**src/rtl/core/pncq_pkg.sv**
```systemverilog
// shared types and constants for the palette nearest color quantizer
package pncq_pkg;

   localparam int PALETTE_ENTRIES_DEFAULT = 64;
   localparam int INDEX_SLOTS             = 64;
   localparam int INDEX_WIDTH             = 6;
   localparam int COUNT_WIDTH             = 7;
   localparam int CHAN_WIDTH              = 8;
   localparam int ERR_WIDTH               = CHAN_WIDTH + 1;
   localparam int SQ_WIDTH                = 2 * CHAN_WIDTH;
   localparam int DIST_WIDTH              = SQ_WIDTH + 2;
   localparam int COLOR_WIDTH             = 3 * CHAN_WIDTH;

   localparam logic OP_LOAD     = 1'b0;
   localparam logic OP_QUANTIZE = 1'b1;

   typedef enum logic [1:0] {
      ST_IDLE,
      ST_SCAN,
      ST_DRAIN,
      ST_DONE
   } state_type;

   typedef struct packed {
      logic [CHAN_WIDTH-1:0] red;
      logic [CHAN_WIDTH-1:0] green;
      logic [CHAN_WIDTH-1:0] blue;
   } color_type;

endpackage

```
**src/rtl/core/palette_nearest_color_quantizer.sv**
```systemverilog
// palette nearest color quantizer: palette memory and sequential nearest-entry search
//
// req channel: opcode load writes red/green/blue into palette slot entry_index
// (slots at or beyond PALETTE_ENTRIES are dropped); opcode quantize searches
// entries 0 to palette_count-1 for the least squared RGB distance, lowest index
// on ties, and returns one rsp transaction with the index, its color and the
// pixel-minus-palette error per channel. a load gives no response.
// csr_wr_en writes palette_count (reset 1, zero acts as 1, values above the
// store size saturate).
// after a load the next transaction may follow at once.
// a quantize of n active entries occupies the block for the whole search:
// one memory read per entry on the single read port, two pipeline stages
// (squares, then sum and compare) and a final state to form the response.
// req_stall is high for the whole search; a finished response sits in the
// output register, so a new transaction is taken while rsp_stall holds it,
// and a further search waits in its final cycle until the register frees up.
// reset (synchronous) clears the handshake state and palette_count; the
// palette contents are undefined until loaded.
module palette_nearest_color_quantizer
   import pncq_pkg::*;
#(
   parameter int PALETTE_ENTRIES = PALETTE_ENTRIES_DEFAULT
) (
   input  logic                          clock,
   input  logic                          reset,
   input  logic                          req_valid,
   output logic                          req_stall,
   input  logic                          req_opcode,
   input  logic [INDEX_WIDTH-1:0]        req_entry_index,
   input  logic [CHAN_WIDTH-1:0]         req_red,
   input  logic [CHAN_WIDTH-1:0]         req_green,
   input  logic [CHAN_WIDTH-1:0]         req_blue,
   output logic                          rsp_valid,
   input  logic                          rsp_stall,
   output logic [INDEX_WIDTH-1:0]        rsp_best_index,
   output logic [CHAN_WIDTH-1:0]         rsp_out_red,
   output logic [CHAN_WIDTH-1:0]         rsp_out_green,
   output logic [CHAN_WIDTH-1:0]         rsp_out_blue,
   output logic signed [ERR_WIDTH-1:0]   rsp_err_red,
   output logic signed [ERR_WIDTH-1:0]   rsp_err_green,
   output logic signed [ERR_WIDTH-1:0]   rsp_err_blue,
   input  logic                          csr_wr_en,
   input  logic [COUNT_WIDTH-1:0]        csr_wr_data
);

   localparam int AW  = (PALETTE_ENTRIES > 1) ? $clog2(PALETTE_ENTRIES) : 1;
   localparam int LIM = (PALETTE_ENTRIES < INDEX_SLOTS) ? PALETTE_ENTRIES : INDEX_SLOTS;

   color_type                palette_mem_ff [PALETTE_ENTRIES];

   state_type                state_ff, state_in;
   logic [COUNT_WIDTH-1:0]   palette_count_ff;
   color_type                px_ff, px_in;
   logic [INDEX_WIDTH-1:0]   rd_cnt_ff, rd_cnt_in;
   logic [INDEX_WIDTH-1:0]   last_ff, last_in;
   color_type                rd_data_ff;
   logic                     v1_ff, l1_ff;
   logic [INDEX_WIDTH-1:0]   idx1_ff;
   logic                     v2_ff, l2_ff;
   logic [INDEX_WIDTH-1:0]   idx2_ff;
   color_type                color2_ff;
   logic [SQ_WIDTH-1:0]      sq_r_ff, sq_g_ff, sq_b_ff;
   logic                     first_ff, first_in;
   logic [DIST_WIDTH-1:0]    best_dist_ff, best_dist_in;
   logic [INDEX_WIDTH-1:0]   best_idx_ff, best_idx_in;
   color_type                best_color_ff, best_color_in;
   logic                     rsp_valid_ff, rsp_valid_in;
   logic                     rsp_load;

   logic                     req_take;
   logic [AW+INDEX_WIDTH-1:0] wr_ext, rd_ext;
   logic                     wr_en;
   logic [AW-1:0]            wr_addr, rd_addr;
   logic [COUNT_WIDTH-1:0]   active_n;
   logic [CHAN_WIDTH-1:0]    dr, dg, db;
   logic [DIST_WIDTH-1:0]    cand_dist;

   assign req_stall = (state_ff != ST_IDLE);
   assign req_take  = req_valid && !req_stall;

   assign wr_ext  = {{AW{1'b0}}, req_entry_index};
   assign wr_addr = wr_ext[AW-1:0];
   assign wr_en   = req_take && (req_opcode == OP_LOAD) &&
                    (wr_ext < (AW+INDEX_WIDTH)'(PALETTE_ENTRIES));
   assign rd_ext  = {{AW{1'b0}}, rd_cnt_ff};
   assign rd_addr = rd_ext[AW-1:0];

   always_comb begin
      if (palette_count_ff == '0) begin
         active_n = COUNT_WIDTH'(1);
      end else if (palette_count_ff > COUNT_WIDTH'(LIM)) begin
         active_n = COUNT_WIDTH'(LIM);
      end else begin
         active_n = palette_count_ff;
      end
   end

   // palette memory, one write and one registered read port
   always_ff @(posedge clock) begin
      if (wr_en) begin
         palette_mem_ff[wr_addr] <= color_type'({req_red, req_green, req_blue});
      end
      rd_data_ff <= palette_mem_ff[rd_addr];
   end

   always_ff @(posedge clock) begin
      if (reset) begin
         palette_count_ff <= COUNT_WIDTH'(1);
      end else if (csr_wr_en) begin
         palette_count_ff <= csr_wr_data;
      end
   end

   // squares stage
   always_comb begin
      dr = (rd_data_ff.red >= px_ff.red) ? rd_data_ff.red - px_ff.red
                                         : px_ff.red - rd_data_ff.red;
      dg = (rd_data_ff.green >= px_ff.green) ? rd_data_ff.green - px_ff.green
                                             : px_ff.green - rd_data_ff.green;
      db = (rd_data_ff.blue >= px_ff.blue) ? rd_data_ff.blue - px_ff.blue
                                           : px_ff.blue - rd_data_ff.blue;
   end

   always_ff @(posedge clock) begin
      sq_r_ff   <= SQ_WIDTH'(dr) * SQ_WIDTH'(dr);
      sq_g_ff   <= SQ_WIDTH'(dg) * SQ_WIDTH'(dg);
      sq_b_ff   <= SQ_WIDTH'(db) * SQ_WIDTH'(db);
      color2_ff <= rd_data_ff;
      idx2_ff   <= idx1_ff;
      l2_ff     <= l1_ff;
      idx1_ff   <= rd_cnt_ff;
      l1_ff     <= (rd_cnt_ff == last_ff);
   end

   assign cand_dist = DIST_WIDTH'(sq_r_ff) + DIST_WIDTH'(sq_g_ff) + DIST_WIDTH'(sq_b_ff);

   always_comb begin
      state_in      = state_ff;
      px_in         = px_ff;
      rd_cnt_in     = rd_cnt_ff;
      last_in       = last_ff;
      first_in      = first_ff;
      best_dist_in  = best_dist_ff;
      best_idx_in   = best_idx_ff;
      best_color_in = best_color_ff;
      rsp_load      = 1'b0;

      // compare stage
      if (v2_ff && (first_ff || cand_dist < best_dist_ff)) begin
         first_in      = 1'b0;
         best_dist_in  = cand_dist;
         best_idx_in   = idx2_ff;
         best_color_in = color2_ff;
      end

      case (state_ff)
         ST_IDLE: begin
            if (req_take && req_opcode == OP_QUANTIZE) begin
               px_in     = color_type'({req_red, req_green, req_blue});
               rd_cnt_in = '0;
               last_in   = INDEX_WIDTH'(active_n - COUNT_WIDTH'(1));
               first_in  = 1'b1;
               state_in  = ST_SCAN;
            end
         end
         ST_SCAN: begin
            rd_cnt_in = rd_cnt_ff + INDEX_WIDTH'(1);
            if (rd_cnt_ff == last_ff) begin
               state_in = ST_DRAIN;
            end
         end
         ST_DRAIN: begin
            if (v2_ff && l2_ff) begin
               state_in = ST_DONE;
            end
         end
         ST_DONE: begin
            if (!rsp_valid_ff || !rsp_stall) begin
               rsp_load = 1'b1;
               state_in = ST_IDLE;
            end
         end
         default: begin
            state_in = ST_IDLE;
         end
      endcase

      if (rsp_load) begin
         rsp_valid_in = 1'b1;
      end else if (rsp_valid_ff && !rsp_stall) begin
         rsp_valid_in = 1'b0;
      end else begin
         rsp_valid_in = rsp_valid_ff;
      end
   end

   always_ff @(posedge clock) begin
      if (reset) begin
         state_ff     <= ST_IDLE;
         v1_ff        <= 1'b0;
         v2_ff        <= 1'b0;
         rsp_valid_ff <= 1'b0;
      end else begin
         state_ff     <= state_in;
         v1_ff        <= (state_ff == ST_SCAN);
         v2_ff        <= v1_ff;
         rsp_valid_ff <= rsp_valid_in;
      end
   end

   always_ff @(posedge clock) begin
      px_ff         <= px_in;
      rd_cnt_ff     <= rd_cnt_in;
      last_ff       <= last_in;
      first_ff      <= first_in;
      best_dist_ff  <= best_dist_in;
      best_idx_ff   <= best_idx_in;
      best_color_ff <= best_color_in;
   end

   // response register
   always_ff @(posedge clock) begin
      if (rsp_load) begin
         rsp_best_index <= best_idx_ff;
         rsp_out_red    <= best_color_ff.red;
         rsp_out_green  <= best_color_ff.green;
         rsp_out_blue   <= best_color_ff.blue;
         rsp_err_red    <= {1'b0, px_ff.red} - {1'b0, best_color_ff.red};
         rsp_err_green  <= {1'b0, px_ff.green} - {1'b0, best_color_ff.green};
         rsp_err_blue   <= {1'b0, px_ff.blue} - {1'b0, best_color_ff.blue};
      end
   end

   assign rsp_valid = rsp_valid_ff;

endmodule

```
**config.mk**
```make
export PLATFORM = sky130hd
export DESIGN_NAME = palette_nearest_color_quantizer
export DESIGN_NICKNAME = d
export VERILOG_FILES = /design/src/rtl/core/pncq_pkg.sv /design/src/rtl/core/palette_nearest_color_quantizer.sv
export SDC_FILE = /design/constraint.sdc
export NUM_CORES = 2
export LEC_CHECK = 0
export BUFFER_PORTS_ARGS = -buffer_cell sky130_fd_sc_hd__buf_4
export CAP_MARGIN = 25
export CORE_ASPECT_RATIO = 1.75
export CORE_MARGIN = 10
export CORE_UTILIZATION = 51
export DETAILED_ROUTE_END_ITERATION = 10
export PLACE_DENSITY_LB_ADDON = 0.05
export REMOVE_ABC_BUFFERS = 1
export SETUP_SLACK_MARGIN = 0.1
export SLEW_MARGIN = 20
export SYNTH_ARGS = -nofsm -noshare
export SYNTH_HDL_FRONTEND = slang
export SYNTH_SLANG_ARGS = --single-unit
```
**constraint.sdc**
```tcl
create_clock -name clock -period 8.8 [get_ports clock]
set_input_delay 0.44 -clock clock [delete_from_list [all_inputs] [get_ports clock]]
set_output_delay 0.44 -clock clock [all_outputs]
set_load 0.005 [all_outputs]
```
==> summary by stage <==
Outcome
The run finished with clean final reports.

Route
In this run the remaining antenna-violating nets after routing total 0. After detailed routing, the number of remaining DRC violations is 0. The wire length reported by the detailed router is 175 mm. The highest signal layer in the routed design is met4. The detailed router placed 36,000 vias in this run. The per-cell via count in the routed design is 5.97. The met3 wire length is 7.90 mm. The first detailed-routing pass took 5 iterations. The wire length per cell after detailed routing is 29.0 microns. For this block, wires on met1 add up to 62.7 mm. The first routing iteration left 2,823 violations. Detailed routing placed a total of 99.1 mm of wire on met2.

Clock network
The number of buffers created by CTS is 163. The total of cells resized after clock tree synthesis is 0. The clock reaches the later pin of the worst-skew pair after 0.79 ns. Once the clock tree was built, the setup fixing pass inserted 0 buffers. The number of clock sinks is 1,797. The count of hold buffers inserted by post-cts repair is 18. Clock-pin slew was measured on the worst setup and hold paths at 0.07 ns. The cell sitting at the root of the clock tree is a clkbuf_16. No sink is reached through more buffers than the 3 on the longest clock path. The clock tree from TritonCTS is built. The H-tree generated during clock tree synthesis spans 4 levels.

Place
The placed wire-length estimate after detailed placement is 109 mm. The worst setup slack before clock tree synthesis is 1.63 ns. In this run the cell area measured after placement is 78,400 sq um. The routability congestion estimate from global placement is 0.816. The number of buffers inserted by port buffering is 101.

Synth
Synthesis produced a netlist whose cell count is 3,788. The average instance area after synthesis is 19.8 sq um. In this run, synthesis produced a sequential element count of 1,797. After synthesis, the share of flip-flops with an asynchronous set or reset is 0. In the post-synthesis netlist, the biggest area contributors are edfxtp_1 (67%), mux4_2 (15%), ha_1 (3.3%). The synthesized netlist occupies a cell area of 74,900 sq um. The number of synthesized flops with an enable pin is 1,677. The proportion of netlist area held by the largest area contributor is 0.673. The leading register cell type out of synthesis is edfxtp_1. The Yosys step of the flow raised 0 warnings. The most frequent cell after synthesis is edfxtp_1.

By count the netlist is led by edfxtp_1 (1,677), mux4_2 (495), inv_1 (263). The count of distinct cell types in the synthesized netlist is 67. The proportion of synthesized chip area in sequential cells is 0.705. The post-synthesis cell type with the largest combined area is edfxtp_1.

Floorplan
The number of I/O pins is 102. For this configuration, the core starts out at a cell density of 0.511. The floorplan step defined a core boundary enclosing 146,000 sq um. The die covers 163,000 sq um.

The floorplan die height is 527 microns. Measured along the x axis, the die boundary spans 310 microns. The number of cell rows is 186.

Timing
The highest achievable clock rate is 139 MHz. The worst hold-check slack is 0.180 ns. The headroom to the max-slew limit is 0.303.

The final-report setup violation count is 0. The clock arrives with 0.0292 ns of skew. The worst path setup slack after routing is 1.61 ns. The count of pins over their slew limit was 0. Dividing the final minimum period by the clock period gives 0.817. The routed design could run at a clock period as short as 7.19 ns. Setup repair after global routing left no endpoint under its margin.

The slew at the pin closest to its max-slew limit is 1.02 ns. The number of hold-slack violations in the final timing report is 0.

Global routing
The global-route wire length before repair is 260 mm. The pin count of the biggest net entering global routing is 132. The number of antenna violations at the first check in global routing is 6. The remaining global-route overflow is 0. The all-layer global routing usage is 0.219. The number of global-route vias before repair came to 39,000.

Final layout
After routing the design area is 83,900 sq um. In the final layout, the share of cells above drive strength 1 is 0.248. The filler cells instantiated in the layout total 10,800. The final net count is 4,367. Relative to the synthesized area, the layout overhead comes to 12.0%.

Setup path
Grouping stages by cell kind, the critical path spends the most delay in compound AO/OA/AOI/OAI gates. The cell with the largest stage delay on the worst path is a2111oi_0. The worst setup path is captured at a flop. The required time reported for the critical path endpoint is 9.53 ns. In this design, the stage delay of the slowest critical-path cell is 0.93 ns. STA puts the critical path data arrival time at 7.92 ns.

The kind of start point of the critical path is a flop. The peak fanout along the critical path is 9. The worst path buffer plus inverter count is 4.

Traced cell by cell, the critical path runs through inv_1, fa_1, a21o_1, a221o_1, o311a_1, mux2i_2, xor2_2, or2_1, inv_1, fa_1, fa_1, ha_1, inv_1, fa_1, inv_1, ha_1, a21oi_1, o21bai_1, a2111oi_0, o31ai_1, a21oi_1, xnor2_1. The worst setup path is of the flop to flop kind.

Job
The number of violations of the max-capacitance limit is 0.

Hold path
The worst hold path belongs to the class input port to flop.
stage by stage:
stage          instances  TNS (ns)   util
6_report            6033         0  0.573
5_1_grt             6032         0  0.573
4_1_cts             6028         0  0.573
3_5_place_dp        5720         0  0.535
3_3_place_gp        5717         0  0.535
2_1_floorplan       3647   -254.35      -
final timing paths:
kind	from	end	slack, ns	cells after the start
worst min-delay path	req_green[5]	px_ff[13]	0.18	1
worst max-delay path	px_ff[1]	sq_b_ff[14]	1.61	22
worst max register to register	px_ff[1]	sq_b_ff[14]	1.61	22
worst min register to register	idx1_ff[0]	idx2_ff[0]	0.33	0
kinds of logic after synthesis:
group           synth area share
buf+inv                   0.0218
simple gates              0.0236
fa+ha+maj                 0.0598
xor+xnor                  0.0120
mux                        0.155
other cells             0.000100
flops                      0.705
compound gates            0.0230
sequential cells by signal, indices dropped and copies added, names as in the netlist, 9 cells and up:
signal and flops:
best_dist_ff 18, best_color_ff 24, rd_data_ff 24, rsp_err_red 9, sq_r_ff 15, px_ff 24
rsp_err_blue 9, palette_mem_ff 1536, sq_g_ff 15, rsp_err_green 9, color2_ff 24, sq_b_ff 15
routing by layer:
| metal | global-route usage | vias up |
|---|---|---|
| met5 | 0 | - |
| met4 | 0.0669 | 0 |
| met3 | 0.0305 | 260 |
| met2 | 0.412 | 888 |
| met1 | 0.255 | 19400 |
| li1 | - | 15500 |
final cells by class:
cell class | count | area (sq um) | area share
sequential | 1797 | 52800 | 0.629
clock buffer | 213 | 4450 | 0.0530
tap | 1880 | 2350 | 0.0280
clock inverter | 77 | 853 | 0.0102
multi-input combinational | 1583 | 20700 | 0.247
antenna | 2 | 5.00 | 0.0000597
inverter | 267 | 1000 | 0.0120
timing repair buffer | 214 | 1750 | 0.0208
placed cells by master (no fill, tap or decap), types with 19 or more instances in the layout:
cell type / count
o21ai_0: 56
mux4_2: 495
a21oi_1: 86
clkbuf_1: 40
nand2_1: 58
a21o_1: 42
dfxtp_1: 120
xor2_1: 33
clkinv_1: 19
clkbuf_16: 170
nor2b_1: 28
ha_1: 198
mux2i_1: 35
nor2_1: 124
nor2_2: 58
xnor2_1: 61
inv_1: 263
edfxtp_1: 1677
buf_4: 186
clkinv_2: 20
fa_1: 100
Power is left out: the tool's default activity adds up to more than one toggle a clock period on the data nets, which glitch-free logic cannot reach.
